<file path="src/hdl/dbe_pkg.sv">
// shared types and constants for the delimiter backslash escaper
`default_nettype none
package dbe_pkg;

  localparam int DATA_W     = 8;
  localparam int CFG_DATA_W = 64;
  localparam int CFG_IDX_W  = 1;
  localparam int LEN_W      = 4;

  localparam logic [DATA_W-1:0]    ESC_BYTE        = 8'h5C;
  localparam logic [CFG_IDX_W-1:0] CFG_DELIM_BYTES = 1'd0;
  localparam logic [CFG_IDX_W-1:0] CFG_DELIM_LEN   = 1'd1;

  typedef struct packed {
    logic              shift;
    logic              load;
    logic [DATA_W-1:0] din;
  } cell_ctl_t;

endpackage : dbe_pkg
`default_nettype wire

</file>
<file path="src/hdl/dbe_if.sv">
// valid/ready channel interfaces for input and result transactions
`default_nettype none
interface dbe_in_if;
  logic       valid;
  logic       ready;
  logic [7:0] data_byte;
  logic       last_byte;

  modport source (output valid, output data_byte, output last_byte, input ready);
  modport sink (input valid, input data_byte, input last_byte, output ready);
endinterface : dbe_in_if

interface dbe_out_if;
  logic       valid;
  logic       ready;
  logic [7:0] out_byte;
  logic       end_of_string;
  logic       last_of_run;

  modport source (output valid, output out_byte, output end_of_string, output last_of_run,
                  input ready);
  modport sink (input valid, input out_byte, input end_of_string, input last_of_run,
                output ready);
endinterface : dbe_out_if
`default_nettype wire

</file>
<file path="src/hdl/delimiter_backslash_escaper_unit.sv">
// top level: lookahead cell chain and drain sequencer
// an input transaction is accepted while no drain runs; its k result bytes follow one per cycle
//   while out_ch is ready; the first passes the draining flag, then the output register
// an item that only fills the window starts no drain; the next can follow at once
// the drain sequencer emits one byte per cycle while out_ch is ready; this sets the throughput
// synchronous active-low reset clears config, fill count and output valid
`default_nettype none
module delimiter_backslash_escaper_unit #(
  parameter int DELIM_MAX = 8
) (
  input  wire logic                           clk,
  input  wire logic                           rst_n,
  input  wire logic                           cfg_we,
  input  wire logic [dbe_pkg::CFG_IDX_W-1:0]  cfg_index,
  input  wire logic [dbe_pkg::CFG_DATA_W-1:0] cfg_data,
  dbe_in_if.sink                              in_ch,
  dbe_out_if.source                           out_ch
);
  import dbe_pkg::*;

  localparam int FW = $clog2(DELIM_MAX + 1);
  localparam int IW = (DELIM_MAX > 1) ? $clog2(DELIM_MAX) : 1;

  cell_ctl_t             cell_ctl;
  logic [IW-1:0]         wr_idx;
  logic [FW-1:0]         dlen;
  logic [CFG_DATA_W-1:0] delim_bytes;
  logic [DATA_W-1:0]     cell_byte [DELIM_MAX];
  logic                  match     [DELIM_MAX+1];

  assign match[DELIM_MAX] = 1'b1;

  genvar i;
  generate
    for (i = 0; i < DELIM_MAX; i++) begin : g_cell
      logic [DATA_W-1:0] nbr;
      if (i < DELIM_MAX - 1) begin : g_mid
        assign nbr = cell_byte[i+1];
      end else begin : g_end
        assign nbr = '0;
      end
      dbe_cell u_cell (
        .clk        (clk),
        .ctl        (cell_ctl),
        .sel        (wr_idx == IW'(i)),
        .nbr_byte   (nbr),
        .delim_byte (delim_bytes[DATA_W*i +: DATA_W]),
        .cmp_en     (FW'(i) < dlen),
        .match_in   (match[i+1]),
        .cell_byte  (cell_byte[i]),
        .match_out  (match[i])
      );
    end
  endgenerate

  dbe_ctrl #(
    .DELIM_MAX (DELIM_MAX)
  ) u_ctrl (
    .clk         (clk),
    .rst_n       (rst_n),
    .cfg_we      (cfg_we),
    .cfg_index   (cfg_index),
    .cfg_data    (cfg_data),
    .in_ch       (in_ch),
    .out_ch      (out_ch),
    .head_byte   (cell_byte[0]),
    .head_match  (match[0]),
    .cell_ctl    (cell_ctl),
    .wr_idx      (wr_idx),
    .dlen        (dlen),
    .delim_bytes (delim_bytes)
  );

endmodule : delimiter_backslash_escaper_unit
`default_nettype wire

</file>
<file path="src/hdl/dbe_cell.sv">
// one lookahead window cell: byte storage, left shift and delimiter compare
`default_nettype none
module dbe_cell (
  input  wire logic              clk,
  input  wire dbe_pkg::cell_ctl_t ctl,
  input  wire logic              sel,
  input  wire logic [7:0]        nbr_byte,
  input  wire logic [7:0]        delim_byte,
  input  wire logic              cmp_en,
  input  wire logic              match_in,
  output logic [7:0]             cell_byte,
  output logic                   match_out
);
  import dbe_pkg::*;

  logic [DATA_W-1:0] byte_r;

  always_ff @(posedge clk) begin
    if (ctl.load && sel) begin
      byte_r <= ctl.din;
    end else if (ctl.shift) begin
      byte_r <= nbr_byte;
    end
  end

  assign cell_byte = byte_r;
  assign match_out = match_in && (!cmp_en || (byte_r == delim_byte));

endmodule : dbe_cell
`default_nettype wire

</file>
<file path="src/hdl/dbe_ctrl.sv">
// config registers, drain sequencer and output register
`default_nettype none
module dbe_ctrl #(
  parameter int DELIM_MAX = 8,
  localparam int FW = $clog2(DELIM_MAX + 1),
  localparam int IW = (DELIM_MAX > 1) ? $clog2(DELIM_MAX) : 1
) (
  input  wire logic                                clk,
  input  wire logic                                rst_n,
  input  wire logic                                cfg_we,
  input  wire logic [dbe_pkg::CFG_IDX_W-1:0]       cfg_index,
  input  wire logic [dbe_pkg::CFG_DATA_W-1:0]      cfg_data,
  dbe_in_if.sink                                   in_ch,
  dbe_out_if.source                                out_ch,
  input  wire logic [7:0]                          head_byte,
  input  wire logic                                head_match,
  output dbe_pkg::cell_ctl_t                       cell_ctl,
  output logic [IW-1:0]                            wr_idx,
  output logic [FW-1:0]                            dlen,
  output logic [dbe_pkg::CFG_DATA_W-1:0]           delim_bytes
);
  import dbe_pkg::*;

  typedef enum logic [1:0] {PH_HEAD, PH_ESC2, PH_COPY} phase_t;

  localparam logic [FW-1:0]    MAXF    = FW'(DELIM_MAX);
  localparam logic [LEN_W-1:0] MAXL    = LEN_W'(DELIM_MAX);
  localparam logic [IW-1:0]    TOP_IDX = IW'(DELIM_MAX - 1);

  logic [CFG_DATA_W-1:0] delim_bytes_r;
  logic [LEN_W-1:0]      delim_len_r;
  logic [FW-1:0]         fill_r, fill_nxt;
  logic [FW-1:0]         copy_cnt_r, copy_cnt_nxt;
  logic                  last_r;
  logic                  draining_r, draining_nxt;
  phase_t                phase_r, phase_nxt;
  logic                  out_valid_r;
  logic [DATA_W-1:0]     out_byte_r;
  logic                  eos_r;
  logic                  lor_r;

  logic [LEN_W-1:0]  len_clip;
  logic              acc;
  logic [FW-1:0]     fill_push;
  logic              start;
  logic              emit_go;
  logic              pop;
  logic              back_to_head;
  logic [FW-1:0]     fill_dec;
  logic              cont_after;
  logic              done;
  logic [DATA_W-1:0] emit_byte;

  assign len_clip    = (delim_len_r > MAXL) ? MAXL : delim_len_r;
  assign dlen        = FW'(len_clip);
  assign delim_bytes = delim_bytes_r;

  assign in_ch.ready = !draining_r;
  assign acc         = in_ch.valid && !draining_r;
  assign fill_push   = (fill_r >= MAXF) ? MAXF : fill_r + FW'(1);
  assign wr_idx      = (fill_r >= MAXF) ? TOP_IDX : fill_r[IW-1:0];
  assign start       = (dlen == '0) || (fill_push >= dlen) || in_ch.last_byte;
  assign emit_go     = draining_r && (!out_valid_r || out_ch.ready);

  always_comb begin
    pop          = 1'b0;
    back_to_head = 1'b1;
    emit_byte    = head_byte;
    phase_nxt    = phase_r;
    copy_cnt_nxt = copy_cnt_r;
    unique case (phase_r)
      PH_HEAD: begin
        if (dlen == '0) begin
          pop = 1'b1;
        end else if (head_byte == ESC_BYTE) begin
          emit_byte = ESC_BYTE;
          phase_nxt = PH_ESC2;
        end else if ((fill_r >= dlen) && head_match) begin
          emit_byte    = ESC_BYTE;
          phase_nxt    = PH_COPY;
          copy_cnt_nxt = dlen;
        end else begin
          pop = 1'b1;
        end
      end
      PH_ESC2: begin
        emit_byte = ESC_BYTE;
        pop       = 1'b1;
        phase_nxt = PH_HEAD;
      end
      PH_COPY: begin
        pop          = 1'b1;
        copy_cnt_nxt = copy_cnt_r - FW'(1);
        back_to_head = (copy_cnt_r == FW'(1));
        if (back_to_head) begin
          phase_nxt = PH_HEAD;
        end
      end
      default: begin
        phase_nxt = PH_HEAD;
      end
    endcase
  end

  assign fill_dec   = fill_r - FW'(1);
  assign cont_after = (fill_dec != '0) && ((dlen == '0) || (fill_dec >= dlen) || last_r);
  assign done       = pop && back_to_head && !cont_after;

  always_comb begin
    fill_nxt     = fill_r;
    draining_nxt = draining_r;
    if (acc) begin
      fill_nxt     = fill_push;
      draining_nxt = start;
    end else if (emit_go) begin
      if (pop) begin
        fill_nxt = fill_dec;
      end
      if (done) begin
        draining_nxt = 1'b0;
      end
    end
  end

  assign cell_ctl.shift = emit_go && pop;
  assign cell_ctl.load  = acc;
  assign cell_ctl.din   = in_ch.data_byte;

  always_ff @(posedge clk) begin
    if (!rst_n) begin
      delim_bytes_r <= '0;
      delim_len_r   <= '0;
      fill_r        <= '0;
      copy_cnt_r    <= '0;
      last_r        <= 1'b0;
      draining_r    <= 1'b0;
      phase_r       <= PH_HEAD;
      out_valid_r   <= 1'b0;
    end else begin
      if (cfg_we) begin
        unique case (cfg_index)
          CFG_DELIM_BYTES: delim_bytes_r <= cfg_data;
          CFG_DELIM_LEN:   delim_len_r   <= cfg_data[LEN_W-1:0];
          default: ;
        endcase
      end
      fill_r     <= fill_nxt;
      draining_r <= draining_nxt;
      if (acc) begin
        last_r  <= in_ch.last_byte;
        phase_r <= PH_HEAD;
      end else if (emit_go) begin
        phase_r    <= phase_nxt;
        copy_cnt_r <= copy_cnt_nxt;
      end
      if (emit_go) begin
        out_valid_r <= 1'b1;
      end else if (out_ch.ready) begin
        out_valid_r <= 1'b0;
      end
    end
  end

  always_ff @(posedge clk) begin
    if (emit_go) begin
      out_byte_r <= emit_byte;
      lor_r      <= done;
      eos_r      <= done && last_r;
    end
  end

  assign out_ch.valid         = out_valid_r;
  assign out_ch.out_byte      = out_byte_r;
  assign out_ch.end_of_string = eos_r;
  assign out_ch.last_of_run   = lor_r;

endmodule : dbe_ctrl
`default_nettype wire

</file>
<file path="src/flat_wrapper.sv">
// flat-port wrapper written by rule: the top's interface ports become plain ports
module delimiter_backslash_escaper_unit_flat import dbe_pkg::*;
#(
  parameter int DELIM_MAX = 8
)
  (clk, rst_n, cfg_we, cfg_index, cfg_data, in_ch_valid, in_ch_data_byte, in_ch_last_byte, in_ch_ready, out_ch_valid, out_ch_out_byte, out_ch_end_of_string, out_ch_last_of_run, out_ch_ready);
  dbe_in_if in_ch_i ();
  dbe_out_if out_ch_i ();
  input  wire logic clk;
  input  wire logic rst_n;
  input  wire logic cfg_we;
  input  wire logic [dbe_pkg::CFG_IDX_W-1:0] cfg_index;
  input  wire logic [dbe_pkg::CFG_DATA_W-1:0] cfg_data;
  input wire logic [$bits(in_ch_i.valid)-1:0] in_ch_valid;
  input wire logic [$bits(in_ch_i.data_byte)-1:0] in_ch_data_byte;
  input wire logic [$bits(in_ch_i.last_byte)-1:0] in_ch_last_byte;
  output wire logic [$bits(in_ch_i.ready)-1:0] in_ch_ready;
  output wire logic [$bits(out_ch_i.valid)-1:0] out_ch_valid;
  output wire logic [$bits(out_ch_i.out_byte)-1:0] out_ch_out_byte;
  output wire logic [$bits(out_ch_i.end_of_string)-1:0] out_ch_end_of_string;
  output wire logic [$bits(out_ch_i.last_of_run)-1:0] out_ch_last_of_run;
  input wire logic [$bits(out_ch_i.ready)-1:0] out_ch_ready;
  assign in_ch_i.valid = in_ch_valid;
  assign in_ch_i.data_byte = in_ch_data_byte;
  assign in_ch_i.last_byte = in_ch_last_byte;
  assign in_ch_ready = in_ch_i.ready;
  assign out_ch_valid = out_ch_i.valid;
  assign out_ch_out_byte = out_ch_i.out_byte;
  assign out_ch_end_of_string = out_ch_i.end_of_string;
  assign out_ch_last_of_run = out_ch_i.last_of_run;
  assign out_ch_i.ready = out_ch_ready;
  delimiter_backslash_escaper_unit #(.DELIM_MAX(DELIM_MAX)) u_core (.clk(clk), .rst_n(rst_n), .cfg_we(cfg_we), .cfg_index(cfg_index), .cfg_data(cfg_data), .in_ch(in_ch_i), .out_ch(out_ch_i));
endmodule
</file>
<file path="config.mk">
export PLATFORM = sky130hd
export DESIGN_NAME = delimiter_backslash_escaper_unit_flat
export DESIGN_NICKNAME = d
export VERILOG_FILES = /design/src/hdl/dbe_pkg.sv /design/src/hdl/dbe_if.sv /design/src/hdl/delimiter_backslash_escaper_unit.sv /design/src/hdl/dbe_cell.sv /design/src/hdl/dbe_ctrl.sv /design/src/flat_wrapper.sv
export SDC_FILE = /design/constraint.sdc
export NUM_CORES = 1
export LEC_CHECK = 0
export BUFFER_PORTS_ARGS = -buffer_cell sky130_fd_sc_hd__clkbuf_2
export CORE_ASPECT_RATIO = 1.2
export CORE_MARGIN = 4
export CORE_UTILIZATION = 63
export CTS_CLUSTER_DIAMETER = 150
export DETAILED_ROUTE_END_ITERATION = 8
export PLACE_DENSITY = 0.95
export SLEW_MARGIN = 30
export SYNTH_ARGS = -nofsm -noshare
export SYNTH_HDL_FRONTEND = slang
export SYNTH_SLANG_ARGS = --single-unit
</file>
<file path="constraint.sdc">
create_clock -name clk -period 6.2 [get_ports clk]
set_input_delay 0.93 -clock clk [delete_from_list [all_inputs] [get_ports clk]]
set_output_delay 0.93 -clock clk [all_outputs]
set_load 0.005 [all_outputs]
</file>
# Word-level counts from Yosys, hierarchy flattened
# Cells that the tools add are included.
# W data, S select, Z words.
dict set report word_totals {
  register_bits 155
  latchBits 0
  mem_bits_rw 0
  rom_bits 0
  in_bits 79
  out_inout_bits 12
  word_cells 179
  memories 0
}
dict set report classes {
  add_sub_neg 3
  mul 0
  n_div 0
  magnitude_cmp 13
  n_eq_ne 24
  shifts 0
  mux 45
  n_bitwise 3
  reduce_logical 72
}
# cell count
set op_table {}
lappend op_table {{$mux W8} 19}
lappend op_table {{$eq A8 B8 Y1} 8}
lappend op_table {{$mux W4} 8}
lappend op_table {{$reduce_bool A2 Y1} 13}
lappend op_table {{$logic_and A1 B1 Y1} 23}
lappend op_table {{$lt A3 B4 Y1 const A} 4}
lappend op_table {{$pmux W8 S2} 1}
lappend op_table {{$logic_or A1 B1 Y1} 13}
lappend op_table {{$eq A3 B3 Y1 const B} 4}
lappend op_table {{$ge A4 B4 Y1} 3}
lappend op_table {{$logic_not A1 Y1} 11}
lappend op_table {{$mux W1} 9}
lappend op_table {{$eq A8 B7 Y1 const B} 1}
lappend op_table {{$lt A1 B4 Y1 const A} 2}
lappend op_table {{$lt A2 B4 Y1 const A} 2}
lappend op_table {{$mux W2} 4}
lappend op_table {{$ne A2 B2 Y1 const B} 4}
lappend op_table {{$pmux W4 S2} 1}
lappend op_table {{$reduce_and A2 Y1} 4}
lappend op_table {{$sub A4 B1 Y4 const B} 2}
lappend op_table {{$eq A3 B2 Y1 const B} 2}
lappend op_table {{$reduce_and A6 Y1} 1}
lappend op_table {{$add A4 B1 Y4 const B} 1}
lappend op_table {{$eq A4 B1 Y1 const B} 1}
lappend op_table {{16 further kinds} 19}

# Longest topological paths before layout
dict set report logic_depth {
  ltp_word 22
  depth_mapped 12
  depth_no_buf 11
}

# Cells and area by module
# A second synthesis with hierarchy kept.
dict set report hier_totals {
  cells_unflattened 767
  hier_area_um2 7800.0
}
# mod instances cells_each area_each_um2 seq_area_each_um2
set modules_own_cells {}
lappend modules_own_cells {dbe_ctrl 1 508 4180.3 1921.8}
lappend modules_own_cells {dbe_cell 8 30 436.7 240.2}
lappend modules_own_cells {delimiter_backslash_escaper_unit 1 19 126.4 0.0}

# Worst setup path before layout
# OpenSTA, ideal clock, no wires.
dict set report synth_path {
  kind {reg-to-reg}
  from {register u_core.u_ctrl.fill_r[0]}
  to {register u_core.u_ctrl.eos_r (netlist: u_core.u_ctrl.out_ch.end_of_string), data pin}
  setup_time_ns 0.133
  arrival_time_ns 2.555
  required_time_ns 6.067
  setup_slack_ns 3.513
  stages_incl_launch_ff 12
  path_buffers 1
  synth_period_minus_slack_ns 2.687
  path_cell_list {dfxtp_1 clkbuf_1 inv_1 ha_1 nand2b_1 a21o_1 a21o_1 a21o_1 and4_1 o21a_1 a2111oi_1 and2_1}
}
dict set report synth_between {
  elab_chain_len 9
  word_cells_on_any_way 16
  cone_classes {add/sub (1); order compare (2); mux (4); reduce/logical (9)}
}
# item line
set synth_rtl {}
lappend synth_rtl {{start, declared} dbe_ctrl.sv:32} ;# logic [FW-1:0] fill_r, fill_nxt;
lappend synth_rtl {{start signal, assigned} dbe_ctrl.sv:147} ;# fill_r <= fill_nxt;
lappend synth_rtl {{parallel branches: the longest is 7 deep, another holds $sub A4 B1 Y4} -}
lappend synth_rtl {{$logic_and A1 B1 Y1 *} dbe_ctrl.sv:107} ;# assign done = pop && back_to_head && !cont_after;
lappend synth_rtl {{via u_core.u_ctrl.done} dbe_ctrl.sv:51} ;# logic done;
lappend synth_rtl {{$logic_and A1 B1 Y1 *} dbe_ctrl.sv:168} ;# eos_r <= done && last_r;
lappend synth_rtl {{end signal, assigned} dbe_ctrl.sv:168}
lappend synth_rtl {{end, declared} dbe_ctrl.sv:39} ;# logic eos_r;
# Mark *: on every way through the listed nets, which the timed path passes.
# A chain may end at the register's enable or synchronous reset.

# Final worst setup path
dict set report layout_path {
  from {register u_core.u_ctrl.delim_len_r[0]}
  to {register u_core.u_ctrl.eos_r (netlist: u_core.u_ctrl.out_ch.end_of_string), data pin}
}
dict set report layout_between {
  elab_chain_len 20
  word_cells_on_any_way 48
  cone_classes {order compare (11); mux (5); reduce/logical (32)}
}
# item line
set layout_rtl {}
lappend layout_rtl {{start, declared} dbe_ctrl.sv:31} ;# logic [LEN_W-1:0] delim_len_r;
lappend layout_rtl {{start signal, assigned} dbe_ctrl.sv:143} ;# CFG_DELIM_LEN: delim_len_r <= cfg_data[LEN_W-1:0];
lappend layout_rtl {{$gt A4 B4 Y1} dbe_ctrl.sv:54} ;# assign len_clip = (delim_len_r > MAXL) ? MAXL : delim_len_r;
lappend layout_rtl {{$mux W4 *} dbe_ctrl.sv:54}
lappend layout_rtl {{$lt A3 B4 Y1} delimiter_backslash_escaper_unit.sv:48} ;# .cmp_en (FW'(i) < dlen),
lappend layout_rtl {{$logic_not A1 Y1} dbe_cell.sv:27} ;# assign match_out = match_in && (!cmp_en || (byte_r == delim_byte));
lappend layout_rtl {{$logic_or A1 B1 Y1} dbe_cell.sv:27}
lappend layout_rtl {{$logic_and A1 B1 Y1 (7 in a row)} dbe_cell.sv:27}
lappend layout_rtl {{$logic_and A1 B1 Y1} dbe_ctrl.sv:78} ;# end else if ((fill_r >= dlen) && head_match) begin
lappend layout_rtl {{$mux W1} dbe_ctrl.sv:78}
lappend layout_rtl {{$mux W1} dbe_ctrl.sv:75} ;# end else if (head_byte == ESC_BYTE) begin
lappend layout_rtl {{$mux W1} dbe_ctrl.sv:73} ;# if (dlen == '0) begin
lappend layout_rtl {{$pmux W1 S2} dbe_ctrl.sv:71} ;# unique case (phase_r)
lappend layout_rtl {{$logic_and A1 B1 Y1} dbe_ctrl.sv:107}
lappend layout_rtl {{$logic_and A1 B1 Y1 *} dbe_ctrl.sv:107}
lappend layout_rtl {{via u_core.u_ctrl.done} dbe_ctrl.sv:51}
lappend layout_rtl {{$logic_and A1 B1 Y1 *} dbe_ctrl.sv:168}
# The timed path passes the listed nets; every way through them passes the cells marked *.

==> impl_results.md <==
* Number of synthesized flops with an enable pin at 74
* Layout cells sized above 1 at 23.47%
* Final core occ at roughly 74%
* GR Util All Layers at a little under 30%
* Max Freq at 321.7 MHz
* Max Cap Violations at 0
* Fill cells at 739
* YS warnings at 0
* Gate power share at 27.6%
* Die Wd at 107.0 µm
* Vias/cell at between 6 and 7
* Final worst slack at between 3 and 4 ns
* Remaining routing DRC violations at 0
* Dpl hpwl at 12270 µm
* CTS Root Cell: clkbuf_16
* Synth Flop Type: dfxtp_1
* Top-area cell type share of the netlist area at between 30 and 40%
* Seq pwr share at around 47%
* GRT Residual Overflow at 0
* Syn Inst Count at 724
* Clock power share at between 20% and 30%
* Worst reg2reg startpoint: u_core.u_ctrl.delim_len_r[0]$_SDFFE_PN0P_
* Syn Area/Cell at between 10 and 15 µm²
* Worst relative slew slack at between 40% and 50%
* Drt pass-1 iters at 8
* R2R depth at 10
* Switch share at 33.57%
* Cell area after synthesis at ~7400 µm²
* RR Endpoint: u_core.u_ctrl.out_ch.end_of_string$_DFFE_PP_
* DP Worst Slack at about 3.2 ns
* Asr flop ratio synth at 0%
* First-pass GRT wire length at slightly above 30000 µm
* RSZ-0062 raised after global routing: no
* #FFs+latches synth at roughly 160
* Most instantiated cells after synthesis: 159 x nand2_1, 84 x a21oi_1, 81 x dfxtp_1
* Seq/Total Area, Yosys at 51.90%
* Syn nets at 824
* Port bufs at 90
* CTS tree: done
* Hold Buf Count CTS at 0
* Vias at 6024
* Endpoints failing setup at 0
* GP Congestion at 0.9381
* Worst-Skew Late Latency at roughly 0.44 ns
* Clock skew at around 0.012 ns
* Worst hold path type: reg2reg
* Min-Delay Path Depth at 2
* Leakage Power at between 3 and 4 nW
* Initial Util at between 60% and 70%
* R2R setup slack at 3.09 ns
* Critical path type: reg2reg
* Clock sink count at roughly 160
* 1st-iter DRT viols at 867
* Most area-consuming cells after synthesis: edfxtp_1 30%, dfxtp_1 22%, mux2_2 8.5%
* PD cells at roughly 440 nW/µm²
* Die area at between 10000 and 15000 µm²
* Top-count cell post-synth: nand2_1
* Area growth from synthesis to layout at 14.92%
* P_sw at around 1.2 mW
* Reg clk slew, reported paths at around 0.06 ns
* Final Hold Fails at 0
* Final TNS setup at 0 ns
* Final min period at 3.108 ns
* Die height at between 100 and 150 µm
* Total area of sequential cells at about 3800 µm²
* Core Footprint at around 12000 µm²
* Status: completed
* PostCTS Resize Cnt at 0
* Ports at around 90
* Crit path required time at around 6.5 ns
* Clk buf depth at 2
* Synth cell types at 51
* Antenna violations before repair at 0
* Diodes inserted at 0
* Post-Route WL at between 15000 and 20000 µm
* Final Max Tran Viols at 0
* Final #Nets at just over 900
* Setup bufs post-CTS at 0
* P_int at about 2.5 mW
* Routed Antenna Nets at 0
* Yosys top cell by area: edfxtp_1
* Final Cycle Share at 50.13%
* Row Count at 43
* Hold_sp: u_core.u_ctrl.delim_bytes[36]$_SDFFE_PN0P_
* Largest net degree at the start of global routing at 47
* H-tree Lvls at 4
* Area of the multi-input gates at 3382 µm²
* Crit end category: flop
* Hold EP: u_core.u_ctrl.delim_bytes[36]$_SDFFE_PN0P_
* Vias in the first global route at ~6000
* Max rail drop VDD at between 200 and 250 µV
* CP max FO at 6
* CTS Buf Count at 17
* Slew @ Worst Pin at around 0.77 ns
* CP arrival at ~3.4 ns
* Wire per inst at around 20 µm
* Crit path launch type: flop
-- per-stage QoR --
stage	power, mW	hold WS (ns)	std cells	area (µm²)
2_1_floorplan	2.362	0.4454	724	7406
3_3_place_gp	2.603	0.4552	943	7970
3_5_place_dp	2.660	0.4598	943	7970
4_1_cts	3.681	0.4709	975	8511
5_1_grt	3.864	0.4909	975	8511
6_report	3.718	0.4665	975	8511
-- placed cells by master (no fill, tap or decap), drive strengths merged, types with 4 or more instances in the layout --
| master | n |
|---|---|
| ha | 21 |
| clkinv | 4 |
| or3 | 6 |
| nor3 | 8 |
| o21ai | 11 |
| xor2 | 42 |
| mux2 | 56 |
| nor2 | 14 |
| clkinvlp | 4 |
| inv | 20 |
| nand4 | 9 |
| xnor2 | 25 |
| nand2b | 6 |
| nor4 | 12 |
| dfxtp | 81 |
| and2 | 6 |
| nand2 | 159 |
| nor2b | 6 |
| and3 | 9 |
| buf | 4 |
| clkbuf | 112 |
| a21oi | 84 |
| nand3 | 11 |
| edfxtp | 74 |
-- power by group through the flow --
| stage | Clock (mW) | Sequential [mW] | Combinational (mW) |
|---|---|---|---|
| after detailed placement | 0 | 1.72 | 0.939 |
| after floorplan | 0 | 1.61 | 0.751 |
| final | 0.956 | 1.74 | 1.03 |
| after CTS | 0.959 | 1.72 | 1.00 |
| after global placement | 0 | 1.71 | 0.897 |
| after global routing | 1.01 | 1.75 | 1.11 |
-- sequential cells by signal, summed over array words and instances, names as in the netlist, 2 cells and up --
name                            cells
u_core.u_ctrl.delim_len_r           4
u_core.u_ctrl.out_ch.out_byte       8
u_core.u_ctrl.copy_cnt_r            4
u_core.u_ctrl.fill_r                4
u_core.u_ctrl.phase_r               2
u_core.u_ctrl.delim_bytes          64
u_core.g_cell.u_cell.cell_byte     64
-- per-layer routing --
layer	up-vias	routed length [µm]	global-route usage, %
met4	0	1035	15.73
li1	2699	-	-
met2	433	9604	49.30
met1	2778	6848	33.47
met5	-	0	0
met3	114	1900	8.092
-- worst max-delay path by stage --
stage / start / to / slack [ns] / cells past startpoint
3_5_place_dp: u_core.u_ctrl.delim_len_r[0]$_SDFFE_PN0P_ / u_core.u_ctrl.out_ch.end_of_string$_DFFE_PP_ / 3.23 / 10
5_1_grt: u_core.u_ctrl.delim_len_r[0]$_SDFFE_PN0P_ / u_core.u_ctrl.out_ch.end_of_string$_DFFE_PP_ / 2.82 / 10
3_3_place_gp: u_core.u_ctrl.delim_len_r[0]$_SDFFE_PN0P_ / u_core.u_ctrl.out_ch.end_of_string$_DFFE_PP_ / 3.39 / 10
2_1_floorplan: u_core.u_ctrl.fill_r[0]$_SDFFE_PN0P_ / u_core.u_ctrl.out_ch.end_of_string$_DFFE_PP_ / 3.51 / 11
4_1_cts: u_core.u_ctrl.delim_len_r[0]$_SDFFE_PN0P_ / u_core.u_ctrl.out_ch.end_of_string$_DFFE_PP_ / 3.15 / 10
6_report: u_core.u_ctrl.delim_len_r[0]$_SDFFE_PN0P_ / u_core.u_ctrl.out_ch.end_of_string$_DFFE_PP_ / 3.09 / 10
-- critical path, stage by stage, from the launching register on --
cell       delay (ns)
dfxtp_1          0.45
nor2b_1          0.38
ha_1             0.34
nand2b_1         0.16
a21o_1           0.18
a21o_1           0.17
a21o_1           0.20
and4_1           0.22
o21a_1           0.19
a2111oi_1        0.48
and2_1           0.20
-- cell families (layout without fill, tap and decap cells) --
kind of cell / count (synthesis) / after routing / share of synthesized area [%]
adder cells (fa/ha/maj): 21 / 21 / 3.548
AND/OR/NAND/NOR: 251 / 251 / 15.88
flip-flops: 155 / 155 / 51.90
multiplexers: 57 / 57 / 8.650
AO/OA/AOI/OAI: 123 / 123 / 9.529
buffers and inverters: 50 / 144 / 2.568
XOR/XNOR: 67 / 67 / 7.924
-- layout make-up --
class                           instances  area share (%)
Clock buffer                           22           5.587
Clock inverter                         10          0.7645
Inverter                               18          0.7939
Multi-Input combinational cell        519           39.74
Sequential cell                       155           45.16
Tap cell                              157           2.308
Timing Repair Buffer                   94           5.645
Power figures use the tool's default switching activity.
